File: src/hw/rtl/pcfp_pkg.sv
// Shared types and constants for the panel command frame parser.
// No dependencies; imported by the controller, datapath and top level.
`timescale 1ns / 1ps

package pcfp_pkg;

	localparam int unsigned WIN_DEPTH = 9;

	localparam logic [7:0] BYTE_SYNC0  = 8'h55;
	localparam logic [7:0] BYTE_SYNC1  = 8'hAA;
	localparam logic [7:0] BYTE_CR     = 8'h0D;
	localparam logic [7:0] BYTE_LF     = 8'h0A;
	localparam logic [7:0] BYTE_STATUS = 8'hFF;

	localparam logic [7:0] CMD_COLOR   = 8'h04;
	localparam logic [7:0] CMD_FAN     = 8'h05;
	localparam logic [7:0] CMD_COLOR2  = 8'h06;
	localparam logic [7:0] CMD_QSTRIP  = 8'h07;
	localparam logic [7:0] CMD_QFAN    = 8'h08;

	localparam logic [1:0] EV_COLOR    = 2'd0;
	localparam logic [1:0] EV_FAN      = 2'd1;
	localparam logic [1:0] EV_QSTRIP   = 2'd2;
	localparam logic [1:0] EV_QFAN     = 2'd3;

	localparam logic [15:0] FAN_LIMIT_RST = 16'd1000;

	// register index of the fan speed limit
	localparam logic REG_FAN_LIMIT = 1'b0;

	typedef enum logic [1:0] {
		ST_IDLE,
		ST_SCAN,
		ST_HOLD
	} pcfp_state_t;

	typedef struct packed {
		logic append;
		logic step;
		logic load_out;
	} pcfp_cmd_t;

	typedef struct packed {
		logic scan_done;
		logic ev_got;
	} pcfp_status_t;

endpackage

File: src/hw/rtl/pcfp_ctrl.sv
// Sequencer for the frame parser: append, scan steps, result hand-off.
// Depends on pcfp_pkg.
`timescale 1ns / 1ps

module pcfp_ctrl import pcfp_pkg::*; (
	input  logic         clk,
	input  logic         arst_n,
	input  logic         in_valid,
	output logic         in_stall,
	output logic         out_valid,
	input  logic         out_stall,
	input  pcfp_status_t status,
	output pcfp_cmd_t    cmd
);

	pcfp_state_t state_q, state_d;
	logic        out_valid_q;
	logic        out_free;

	assign out_free = !out_valid_q || !out_stall;

	always_comb begin
		state_d = state_q;
		unique case (state_q)
			ST_IDLE: begin
				if (in_valid) state_d = ST_SCAN;
			end
			ST_SCAN: begin
				if (status.scan_done) begin
					if (status.ev_got && !out_free) state_d = ST_HOLD;
					else state_d = ST_IDLE;
				end
			end
			ST_HOLD: begin
				if (out_free) state_d = ST_IDLE;
			end
			default: state_d = ST_IDLE;
		endcase
	end

	always_comb begin
		cmd      = '0;
		in_stall = 1'b1;
		unique case (state_q)
			ST_IDLE: begin
				in_stall   = 1'b0;
				cmd.append = in_valid;
			end
			ST_SCAN: begin
				cmd.step     = !status.scan_done;
				cmd.load_out = status.scan_done && status.ev_got && out_free;
			end
			ST_HOLD: begin
				cmd.load_out = out_free;
			end
			default: begin
				in_stall = 1'b1;
			end
		endcase
	end

	always_ff @(posedge clk or negedge arst_n) begin
		if (!arst_n) begin
			state_q     <= ST_IDLE;
			out_valid_q <= 1'b0;
		end else begin
			state_q <= state_d;
			if (cmd.load_out) out_valid_q <= 1'b1;
			else if (!out_stall) out_valid_q <= 1'b0;
		end
	end

	assign out_valid = out_valid_q;

endmodule

File: src/hw/rtl/pcfp_dp.sv
// Datapath: nine-byte receive window, one frame-match step per cycle,
// event capture and output register. Depends on pcfp_pkg.
`timescale 1ns / 1ps

module pcfp_dp import pcfp_pkg::*; (
	input  logic          clk,
	input  logic          arst_n,
	input  pcfp_cmd_t     cmd,
	output pcfp_status_t  status,
	input  logic [7:0]    rx_byte,
	input  logic [15:0]   fan_limit,
	output logic [1:0]    event_kind,
	output logic [1:0]    strip_select,
	output logic [1:0]    strip_tag,
	output logic [7:0]    red,
	output logic [7:0]    green,
	output logic [7:0]    blue,
	output logic [15:0]   fan_speed,
	output logic          fan_byte_swapped,
	output logic          fan_clamped
);

	localparam logic [3:0] DEPTH_C = 4'(WIN_DEPTH);

	logic [7:0]  win_q [WIN_DEPTH];
	logic [3:0]  cnt_q;
	logic        got_q;

	// front-of-window decode
	logic [3:0]  adv;
	logic        brk;
	logic        hit;
	logic [1:0]  c_kind, c_sel, c_tag;
	logic [7:0]  c_r, c_g, c_b;
	logic [15:0] c_spd;
	logic        c_sw, c_cl;

	// captured event
	logic [1:0]  ev_kind_q, ev_sel_q, ev_tag_q;
	logic [7:0]  ev_r_q, ev_g_q, ev_b_q;
	logic [15:0] ev_spd_q;
	logic        ev_sw_q, ev_cl_q;

	logic [7:0]  o_r_q, o_g_q, o_b_q;
	logic [1:0]  o_kind_q, o_sel_q, o_tag_q;
	logic [15:0] o_spd_q;
	logic        o_sw_q, o_cl_q;

	logic [15:0] be, le;
	logic [7:0]  win_sh [WIN_DEPTH];
	logic [3:0]  sh_amt;

	function automatic logic tail_at(input logic [7:0] a, input logic [7:0] b);
		return (a == BYTE_CR) && (b == BYTE_LF);
	endfunction

	function automatic logic [1:0] sel_of(input logic [7:0] id);
		return (id <= 8'd1) ? 2'd1 : 2'd2;
	endfunction

	function automatic logic [1:0] tag_of(input logic [7:0] id);
		return (id == 8'd0) ? 2'd1 : id[1:0];
	endfunction

	assign be = {win_q[3], win_q[4]};
	assign le = {win_q[4], win_q[3]};

	always_comb begin
		adv    = 4'd1;
		brk    = 1'b0;
		hit    = 1'b0;
		c_kind = EV_COLOR;
		c_sel  = '0;
		c_tag  = '0;
		c_r    = '0;
		c_g    = '0;
		c_b    = '0;
		c_spd  = '0;
		c_sw   = 1'b0;
		c_cl   = 1'b0;
		if (win_q[0] != BYTE_SYNC0 || win_q[1] != BYTE_SYNC1) begin
			// status run: any byte then FF FF FF
			if (cnt_q >= 4'd4 && win_q[1] == BYTE_STATUS && win_q[2] == BYTE_STATUS &&
					win_q[3] == BYTE_STATUS)
				adv = 4'd4;
		end else begin
			case (win_q[2])
				CMD_COLOR: begin
					if (cnt_q < 4'd8) begin
						brk = 1'b1;
					end else if (cnt_q == DEPTH_C && tail_at(win_q[7], win_q[8])) begin
						adv    = 4'd9;
						hit    = (win_q[3] <= 8'd3);
						c_kind = EV_COLOR;
						c_sel  = sel_of(win_q[3]);
						c_tag  = tag_of(win_q[3]);
						c_r    = win_q[4];
						c_g    = win_q[5];
						c_b    = win_q[6];
					end else if (tail_at(win_q[6], win_q[7])) begin
						adv    = 4'd8;
						hit    = 1'b1;
						c_kind = EV_COLOR;
						c_sel  = 2'd1;
						c_tag  = 2'd1;
						c_r    = win_q[3];
						c_g    = win_q[4];
						c_b    = win_q[5];
					end else if (cnt_q < DEPTH_C && win_q[7] == BYTE_CR) begin
						// could still be the nine-byte form
						brk = 1'b1;
					end
				end
				CMD_COLOR2: begin
					if (cnt_q < 4'd8) begin
						brk = 1'b1;
					end else if (tail_at(win_q[6], win_q[7])) begin
						adv    = 4'd8;
						hit    = 1'b1;
						c_kind = EV_COLOR;
						c_sel  = 2'd2;
						c_tag  = 2'd2;
						c_r    = win_q[3];
						c_g    = win_q[4];
						c_b    = win_q[5];
					end
				end
				CMD_FAN: begin
					if (cnt_q < 4'd7) begin
						brk = 1'b1;
					end else if (tail_at(win_q[5], win_q[6]) ||
							(cnt_q == DEPTH_C && tail_at(win_q[7], win_q[8]))) begin
						adv    = tail_at(win_q[5], win_q[6]) ? 4'd7 : 4'd9;
						hit    = 1'b1;
						c_kind = EV_FAN;
						if (be <= fan_limit) begin
							c_spd = be;
						end else if (le <= fan_limit) begin
							c_spd = le;
							c_sw  = 1'b1;
						end else begin
							c_spd = fan_limit;
							c_cl  = 1'b1;
						end
					end
				end
				CMD_QSTRIP: begin
					if (cnt_q < 4'd6) begin
						brk = 1'b1;
					end else if (tail_at(win_q[4], win_q[5])) begin
						adv    = 4'd6;
						hit    = (win_q[3] <= 8'd3);
						c_kind = EV_QSTRIP;
						c_sel  = sel_of(win_q[3]);
						c_tag  = tag_of(win_q[3]);
					end
				end
				CMD_QFAN: begin
					if (cnt_q < 4'd5) begin
						brk = 1'b1;
					end else if (tail_at(win_q[3], win_q[4])) begin
						adv    = 4'd5;
						hit    = 1'b1;
						c_kind = EV_QFAN;
					end
				end
				default: adv = 4'd1;
			endcase
		end
	end

	assign status.scan_done = (cnt_q < 4'd3) || brk;
	assign status.ev_got    = got_q;

	// append into a full window drops the oldest byte first
	assign sh_amt = cmd.step ? adv : 4'd1;

	always_comb begin
		logic [4:0] src;
		for (int k = 0; k < WIN_DEPTH; k++) begin
			src = 5'(k) + {1'b0, sh_amt};
			if (src < 5'(WIN_DEPTH)) win_sh[k] = win_q[src[3:0]];
			else win_sh[k] = win_q[k];
		end
	end

	always_ff @(posedge clk) begin
		if (cmd.step) begin
			win_q <= win_sh;
		end else if (cmd.append) begin
			if (cnt_q == DEPTH_C) begin
				for (int k = 0; k < WIN_DEPTH - 1; k++) win_q[k] <= win_sh[k];
				win_q[WIN_DEPTH - 1] <= rx_byte;
			end else begin
				win_q[cnt_q] <= rx_byte;
			end
		end
	end

	always_ff @(posedge clk or negedge arst_n) begin
		if (!arst_n) begin
			cnt_q <= '0;
			got_q <= 1'b0;
		end else if (cmd.append) begin
			if (cnt_q != DEPTH_C) cnt_q <= cnt_q + 4'd1;
			got_q <= 1'b0;
		end else if (cmd.step) begin
			cnt_q <= cnt_q - adv;
			if (hit) got_q <= 1'b1;
		end
	end

	// only the first event of a rescan is kept
	always_ff @(posedge clk) begin
		if (cmd.step && hit && !got_q) begin
			ev_kind_q <= c_kind;
			ev_sel_q  <= c_sel;
			ev_tag_q  <= c_tag;
			ev_r_q    <= c_r;
			ev_g_q    <= c_g;
			ev_b_q    <= c_b;
			ev_spd_q  <= c_spd;
			ev_sw_q   <= c_sw;
			ev_cl_q   <= c_cl;
		end
		if (cmd.load_out) begin
			o_kind_q <= ev_kind_q;
			o_sel_q  <= ev_sel_q;
			o_tag_q  <= ev_tag_q;
			o_r_q    <= ev_r_q;
			o_g_q    <= ev_g_q;
			o_b_q    <= ev_b_q;
			o_spd_q  <= ev_spd_q;
			o_sw_q   <= ev_sw_q;
			o_cl_q   <= ev_cl_q;
		end
	end

	assign event_kind       = o_kind_q;
	assign strip_select     = o_sel_q;
	assign strip_tag        = o_tag_q;
	assign red              = o_r_q;
	assign green            = o_g_q;
	assign blue             = o_b_q;
	assign fan_speed        = o_spd_q;
	assign fan_byte_swapped = o_sw_q;
	assign fan_clamped      = o_cl_q;

endmodule

File: src/hw/rtl/panel_command_frame_parser.sv
//  channel | handshake            | payload
//  in      | in_valid / in_stall  | rx_byte
//  out     | out_valid / out_stall| event_kind .. fan_clamped
//  cfg     | APB write/read       | fan_speed_limit at 0x0
//
// One byte is taken in the idle state; the window rescan then runs one frame
// match per cycle: append, up to 7 match steps, final check. A finished event
// sits in the output register while the next byte is taken; if it is still
// stalled when the next event is ready, the parser holds there.
// Reset empties the window and loads the fan limit with 1000.
//
// Top level: APB register, controller and datapath. Depends on pcfp_pkg,
// pcfp_ctrl and pcfp_dp.
`timescale 1ns / 1ps

module panel_command_frame_parser import pcfp_pkg::*; (
	input  logic        clk,
	input  logic        arst_n,
	input  logic        in_valid,
	output logic        in_stall,
	input  logic [7:0]  rx_byte,
	output logic        out_valid,
	input  logic        out_stall,
	output logic [1:0]  event_kind,
	output logic [1:0]  strip_select,
	output logic [1:0]  strip_tag,
	output logic [7:0]  red,
	output logic [7:0]  green,
	output logic [7:0]  blue,
	output logic [15:0] fan_speed,
	output logic        fan_byte_swapped,
	output logic        fan_clamped,
	input  logic        psel,
	input  logic        penable,
	input  logic        pwrite,
	input  logic [2:0]  paddr,
	input  logic [31:0] pwdata,
	output logic [31:0] prdata,
	output logic        pready
);

	logic [15:0]  fan_limit_q;
	pcfp_cmd_t    cmd;
	pcfp_status_t status;

	assign pready = 1'b1;

	always_ff @(posedge clk or negedge arst_n) begin
		if (!arst_n) begin
			fan_limit_q <= FAN_LIMIT_RST;
		end else if (psel && penable && pwrite && pready && paddr[2] == REG_FAN_LIMIT) begin
			fan_limit_q <= pwdata[15:0];
		end
	end

	assign prdata = (paddr[2] == REG_FAN_LIMIT) ? {16'd0, fan_limit_q} : 32'd0;

	pcfp_ctrl u_ctrl (
		.clk       (clk),
		.arst_n    (arst_n),
		.in_valid  (in_valid),
		.in_stall  (in_stall),
		.out_valid (out_valid),
		.out_stall (out_stall),
		.status    (status),
		.cmd       (cmd)
	);

	pcfp_dp u_dp (
		.clk              (clk),
		.arst_n           (arst_n),
		.cmd              (cmd),
		.status           (status),
		.rx_byte          (rx_byte),
		.fan_limit        (fan_limit_q),
		.event_kind       (event_kind),
		.strip_select     (strip_select),
		.strip_tag        (strip_tag),
		.red              (red),
		.green            (green),
		.blue             (blue),
		.fan_speed        (fan_speed),
		.fan_byte_swapped (fan_byte_swapped),
		.fan_clamped      (fan_clamped)
	);

endmodule

File: config.mk
export PLATFORM = sky130hd
export DESIGN_NAME = panel_command_frame_parser
export DESIGN_NICKNAME = d
export VERILOG_FILES = /design/src/hw/rtl/pcfp_pkg.sv /design/src/hw/rtl/pcfp_ctrl.sv /design/src/hw/rtl/pcfp_dp.sv /design/src/hw/rtl/panel_command_frame_parser.sv
export SDC_FILE = /design/constraint.sdc
export NUM_CORES = 1
export LEC_CHECK = 0
export BUFFER_PORTS_ARGS = -buffer_cell sky130_fd_sc_hd__buf_2
export CAP_MARGIN = 10
export CORE_ASPECT_RATIO = 1.4
export CORE_UTILIZATION = 60
export CTS_BUF_LIST = sky130_fd_sc_hd__clkbuf_16
export DETAILED_ROUTE_END_ITERATION = 12
export PLACE_DENSITY = 0.81
export SLEW_MARGIN = 20
export SYNTH_ARGS = -nofsm -noshare
export SYNTH_HDL_FRONTEND = slang
export SYNTH_HIERARCHICAL = 1
export SYNTH_SLANG_ARGS = --single-unit
File: constraint.sdc
create_clock -name clk -period 12.92 [get_ports clk]
set_input_delay 0.646 -clock clk [delete_from_list [all_inputs] [get_ports clk]]
set_output_delay 0.646 -clock clk [all_outputs]
set_load 0.01 [all_outputs]
# --- Word level (Yosys, flattened, before mapping) ---
# Index checks and enable logic that the tools add are counted.
classes:
  n_addsub: 10
  mul: 0
  div: 0
  order_cmp: 31
  n_eq_ne: 30
  shift: 0
  n_mux: 138
  bitwise_logic: 13
  n_reduce_logical: 38
op_table:
  columns: ["op", "n"]
  rows:
  - ["8-bit two-way mux", 40]
  - ["8-bit binary-select mux with 4-bit select", 9]
  - ["72-bit two-way mux", 3]
  - ["8-bit by 4-bit equality test with 1-bit output, second input constant", 11]
  - ["72-bit bitwise mux", 1]
  - ["4-bit two-way mux", 14]
  - ["5-bit >= comparator, second input constant", 10]
  - ["4-bit inverter with 5-bit output", 10]
  - ["16-bit two-way mux", 3]
  - ["8-bit one-hot mux with 2 select lines", 3]
  - ["2-bit two-way mux", 21]
  - ["5-bit by 4-bit less-than comparator with 1-bit output, second input constant", 8]
  - ["8-bit demux with 4-bit select", 1]
  - ["8-bit by 3-bit equality test with 1-bit output, second input constant", 4]
  - ["16-bit less-or-equal comparator", 2]
  - ["1-bit two-way mux", 32]
  - ["8-bit equality test, second input constant", 3]
  - ["2-bit one-hot mux with 3 select lines", 4]
  - ["3-bit by 4-bit adder with 5-bit output, first input constant", 4]
  - ["4-bit one-hot mux with 5 select lines", 1]
  - ["1-bit logical AND", 19]
  - ["4-bit by 3-bit less-than comparator with 1-bit output, second input constant", 3]
  - ["4-bit less-than comparator, second input constant", 3]
  - ["2-bit by 4-bit adder with 5-bit output, first input constant", 2]
  - ["30 further kinds", 49]
totals:
  reg_bits: 192
  latchBits: 0
  ram_bits: 0
  rom_bits: 0
  in_bits: 50
  output_inout_bits: 83
  elab_cells: 292
  memories: 0

# --- Logic depth before layout (Yosys ltp) ---
logic_depth:
  depth_word: 21
  ltp_mapped: 23
  depth_no_buf: 20

# --- Hierarchy ---
# The synthesis kept the hierarchy.
modules_own_cells:
  columns: ["module", "instances", "cells_per_inst", "area_per_inst_um2", "seq_area_each_um2"]
  rows:
  - ["pcfp_dp", 1, 1270, 11827.6, 5170.0]
  - ["panel_command_frame_parser", 1, 70, 907.1, 407.9]
  - ["pcfp_ctrl", 1, 23, 237.7, 75.1]

# --- Worst setup path after synthesis ---
# Ideal clock, no wire load.
synth_path:
  path_kind: "reg-to-reg"
  from: "reg u_dp.cnt_q[3]"
  to: "reg u_dp.ev_b_q[0] (enable)"
  setup_ps: 513
  t_arrival_ps: 5327
  required_time_ps: 12407
  slack_ps: 7080
  stages_incl_launch_ff: 11
  n_path_buf: 3
  period_less_slack_ps: 5840
  path_cell_list: "dfrtp_1 > clkbuf_1 > buf_1 > o41ai_1 > a21oi_1 > o21ai_0 > a21o_1 > nor2b_4 > clkbuf_1 > nand2_1 > nor3_1"
synth_lines:
  columns: ["element", "line", "rtl"]
  rows:
  - ["start: declaration", "pcfp_dp.sv:26", "logic [3:0] cnt_q;"]
  - ["start signal: assignment", "pcfp_dp.sv:205", "if (cnt_q != DEPTH_C) cnt_q <= cnt_q + 4'd1;"]
  - ["start signal: assignment", "pcfp_dp.sv:208", "cnt_q <= cnt_q - adv;"]
  - ["end signal: assignment", "pcfp_dp.sv:221", "ev_b_q <= c_b;"]
  - ["end: declaration", "pcfp_dp.sv:40", "logic [7:0] ev_r_q, ev_g_q, ev_b_q;"]

==> metrics.md <==
| Metric | Value |
|---|---|
| Status | complete, no violations |
| Worst path bufs/invs | 3 |
| Fin worst setup slack | 5.542 ns |
| Hold crit path type | in2async |
| CTS tree | built |
| CP peak stage delay | 0.87 ns |
| Global route total overflow | 0 |
| CP endpoint kind | register |
| RSZ-0062 raised after global routing | no |
| Clock latency on the worst-skew pair | 0.47 ns |
| Tot GR Track Use | 0.5084 |
| Crit-path max FO | 37 |
| Tot Pwr | ~3.5 mW |
| CORE AREA | around 21000 sq um |
| Clock Tree Root | clkbuf_16 |
| Fmax | ~140 MHz |
| Most frequent cells in the layout | edfxtp_1, nor2_1, nand2_1 |
| TritonCTS buffer count | 17 |
| Initial antenna violation count | 2 |
| Top cell by count, worst path | a21oi_1 |
| Dpl cell area | 13620 sq um |
| CP delay by family, top | compound AO/OA/AOI/OAI gates |
| PD cells | 242.1 nW/um^2 |
| CTS max path bufs | 2 |
| Arrival @ worst endpoint | about 7.6 ns |
| Worst R2R End | u_dp/win_q[12]$_DFFE_PP_ |
| Proportion of power drawn by combinational gates | 0.467 |
| Switching pwr | about 1.7 mW |
| Resize count post-CTS | 0 |
| I/O Buffers | 97 |
| Final Hold Fails | 0 |
| Reg2reg start | u_dp/win_q[12]$_DFFE_PP_ |
| TNS Setup | 0 ns |
| Yosys reg bits | roughly 190 |
| Non-filler cells, final | approximately 1700 |
| Via/cell ratio | 7.646 |
| Clock Skew | roughly 0.016 ns |
| Worst hold slack | about 0.17 ns |
| DP Cell Count | between 1500 and 2000 |
| DIE WIDTH | roughly 130 um |
| Library cells used by synthesis | 93 |
| First-pass GRT wire length | 79560 um |
| Mapped cell area | 12970 sq um |
| Warnings from Yosys | 6 |
| Final setup violation count | 0 |
| Starting Density | 0.6118 |
| Type of the worst setup path | reg2reg |
| Sequential area share after synthesis | 0.4358 |
| Fraction of registers with async set/reset | 0.1250 |
| Sw Share | 0.5006 |
| Post-synth EDFFs | roughly 170 |
| Clock power share | 0.165 |
| HPWL after detailed placement | about 38000 um |
| Fin. max-slew vios | 0 |
| Hold buffer count at CTS | 0 |
| Boundary pin count | about 130 |
| Setup Buffers After CTS | 0 |
| CTS sink count | 192 |
| Reg2reg path depth | 20 |
| Synthesized area per cell | 9.518 sq um |
| # H-tree levels | 4 |
| Fillers | 1640 |
| DRT met1 WL | between 15000 and 20000 um |
| Worst setup SP type | register |
| Detail Route Antenna Nets | 0 |
| Post-Synthesis Cells | 1363 |
| WL/cell | 32.78 um |
| P&R area growth vs syn | 10.14% |
| Peak supply drop | roughly 0.25 mV |
| Primary FF master, synth | edfxtp_1 |
| Clock-pin slew on the worst setup and hold paths | 0.08 ns |
| P_int | around 1.7 mW |
| Min Tclk post-route | roughly 7.4 ns |
| Most common cell after layout, fill and taps aside | edfxtp_1 |
| Gpl congestion | approximately 1.2 |
| Floorplan die height | between 150 and 200 um |
| Post-route cell area | 14290 sq um |
| Total number of vias | roughly 13000 |
| Post-Route Utilization | 0.6738 |
| Layout cells sized above 1 | 0.1653 |
| Number of global-route vias before repair | roughly 12000 |
| Pre-CTS WS | approximately 6.2 ns |
| Die ar. | between 20000 and 25000 sq um |
| Slowest cell on crit path | nor4_1 |
| Placement Rows | 63 |
| Relative slew slack | 0.1751 |
| 1st-iter DRT viols | 2257 |
| Largest net degree at the start of global routing | between 40 and 50 |
| Slew @ Worst Pin | approximately 1.2 ns |
| R2R Setup Slk | 5.54 ns |
| Residual DRC count | 0 |
| Period utilization | 0.5710 |
| Total Routed Length | between 50000 and 60000 um |
| Worst Setup SP | u_dp/win_q[12]$_DFFE_PP_ |
| CP Cell Sequence | nor4_1 > nand4_1 > o41ai_1 > a21oi_1 > o21ai_0 > a21o_1 > nor2b_4 > buf_4 > nand2_1 > nor2_4 > inv_2 > o21a_1 > inv_2 > ha_1 > a21oi_1 > nand2_1 > o22ai_1 > a21boi_0 > a21oi_1 > o21bai_1 |
| Flop pwr share | 0.368 |
| Drt first pass iters | 8 |
| Highest routed layer | met5 |
| Max cap viols | 0 |
| Layout Nets | around 1500 |
| Met2 WL | approximately 23000 um |
| Critical Path RT | 13.13 ns |
| DR WL met3 | just under 8000 um |
| Leak | approximately 5.6 nW |
==> Yosys cell counts (5+ instances only) <==
| cell | number | area share |
|---|---|---|
| edfxtp_1 | 168 | 0.39 |
| nor2_1 | 126 | 0.036 |
| nand2_1 | 123 | 0.036 |
| a21oi_1 | 115 | 0.044 |
| o21ai_0 | 84 | 0.032 |
| clkbuf_1 | 75 | 0.022 |
| mux2i_1 | 66 | 0.051 |
| ha_1 | 45 | 0.043 |
| a22oi_1 | 34 | 0.020 |
| inv_1 | 33 | 0.0095 |
| nor4_1 | 29 | 0.014 |
| nand3_1 | 28 | 0.011 |
| a211oi_1 | 26 | 0.015 |
| nor3_1 | 26 | 0.010 |
| nand4_1 | 24 | 0.012 |
| a21o_1 | 20 | 0.012 |
| nor2b_1 | 20 | 0.0096 |
| buf_4 | 18 | 0.010 |
| dfrtp_1 | 18 | 0.035 |
| o22ai_1 | 17 | 0.0082 |
| mux2_2 | 16 | 0.014 |
| o211ai_1 | 14 | 0.0081 |
| o21a_1 | 13 | 0.0075 |
| o221ai_1 | 13 | 0.0088 |
| a31oi_1 | 12 | 0.0058 |
| buf_1 | 11 | 0.0032 |
| mux2_4 | 11 | 0.013 |
| nand2b_1 | 11 | 0.0053 |
| and2_1 | 10 | 0.0048 |
| o21ai_1 | 10 | 0.0039 |
| and3_1 | 9 | 0.0043 |
| a31o_2 | 7 | 0.0047 |
| or3_1 | 7 | 0.0034 |
| a221oi_1 | 6 | 0.0041 |
| and2b_1 | 6 | 0.0035 |
| dfstp_2 | 6 | 0.012 |
| nor4b_1 | 5 | 0.0034 |
| o21bai_1 | 5 | 0.0029 |
| o31ai_1 | 5 | 0.0029 |
| or2_2 | 5 | 0.0024 |
==> area by class of cell <==
class,instances,area (sq um),area share
clock inverter,15,217.7,0.01524
clock buffer,17,425.4,0.02977
sequential,192,5653,0.3957
tap,260,325.3,0.02277
inverter,38,142.6,0.009983
multi-input combinational,1039,6807,0.4764
timing repair buffer,127,714.4,0.05000
antenna,1,2.502,0.0001751
==> worst max-delay path by stage <==
stage,endpoint,slack [ns],cells after the start
after floorplan,u_dp/ev_b_q[0]$_SDFFCE_PP0P_,7.08,10
after global placement,u_dp/win_q[12]$_DFFE_PP_,6.21,20
after detailed placement,u_dp/win_q[12]$_DFFE_PP_,6.18,20
after CTS,u_dp/win_q[12]$_DFFE_PP_,6.15,20
after global routing,u_dp/win_q[12]$_DFFE_PP_,5.34,20
final,u_dp/win_q[12]$_DFFE_PP_,5.54,20
==> per-layer routing <==
layer | GRT usage | vias to the layer above
met2 | 0.7670 | 1235
met5 | 0.02036 | -
met3 | 0.2048 | 480
met4 | 0.5075 | 2
li1 | - | 5255
met1 | 0.5274 | 5942
==> registers in the layout, indices dropped and copies added, names as in the netlist, 4 cells and up <==
name            flops
u_dp/red            8
u_dp/blue           8
u_dp/cnt_q          4
u_dp/win_q         56
u_dp/ev_b_q         8
u_dp/ev_r_q         8
u_dp/fan_speed     16
u_dp/ev_g_q         8
u_dp/be            16
u_dp/green          8
fan_limit_q        16
u_dp/ev_spd_q      16
==> power by group through the flow <==
stage          combinational [mW]  clock (mW)  sequential [mW]
3_3_place_gp                 1.43           0             1.23
3_5_place_dp                 1.47           0             1.23
2_1_floorplan                1.06           0             1.01
5_1_grt                      1.68       0.593             1.25
6_report                     1.62       0.570             1.27
4_1_cts                      1.50       0.572             1.22
==> logic make-up after synthesis <==
family / share of synthesized area
multiplexers: 0.07928
buffers and inverters: 0.04919
flip-flops: 0.4358
AO/OA/AOI/OAI: 0.2086
other: 0.0005789
AND/OR/NAND/NOR: 0.1749
XOR/XNOR: 0.006752
adder cells (fa/ha/maj): 0.04495
(Power assumes the default switching activity.)
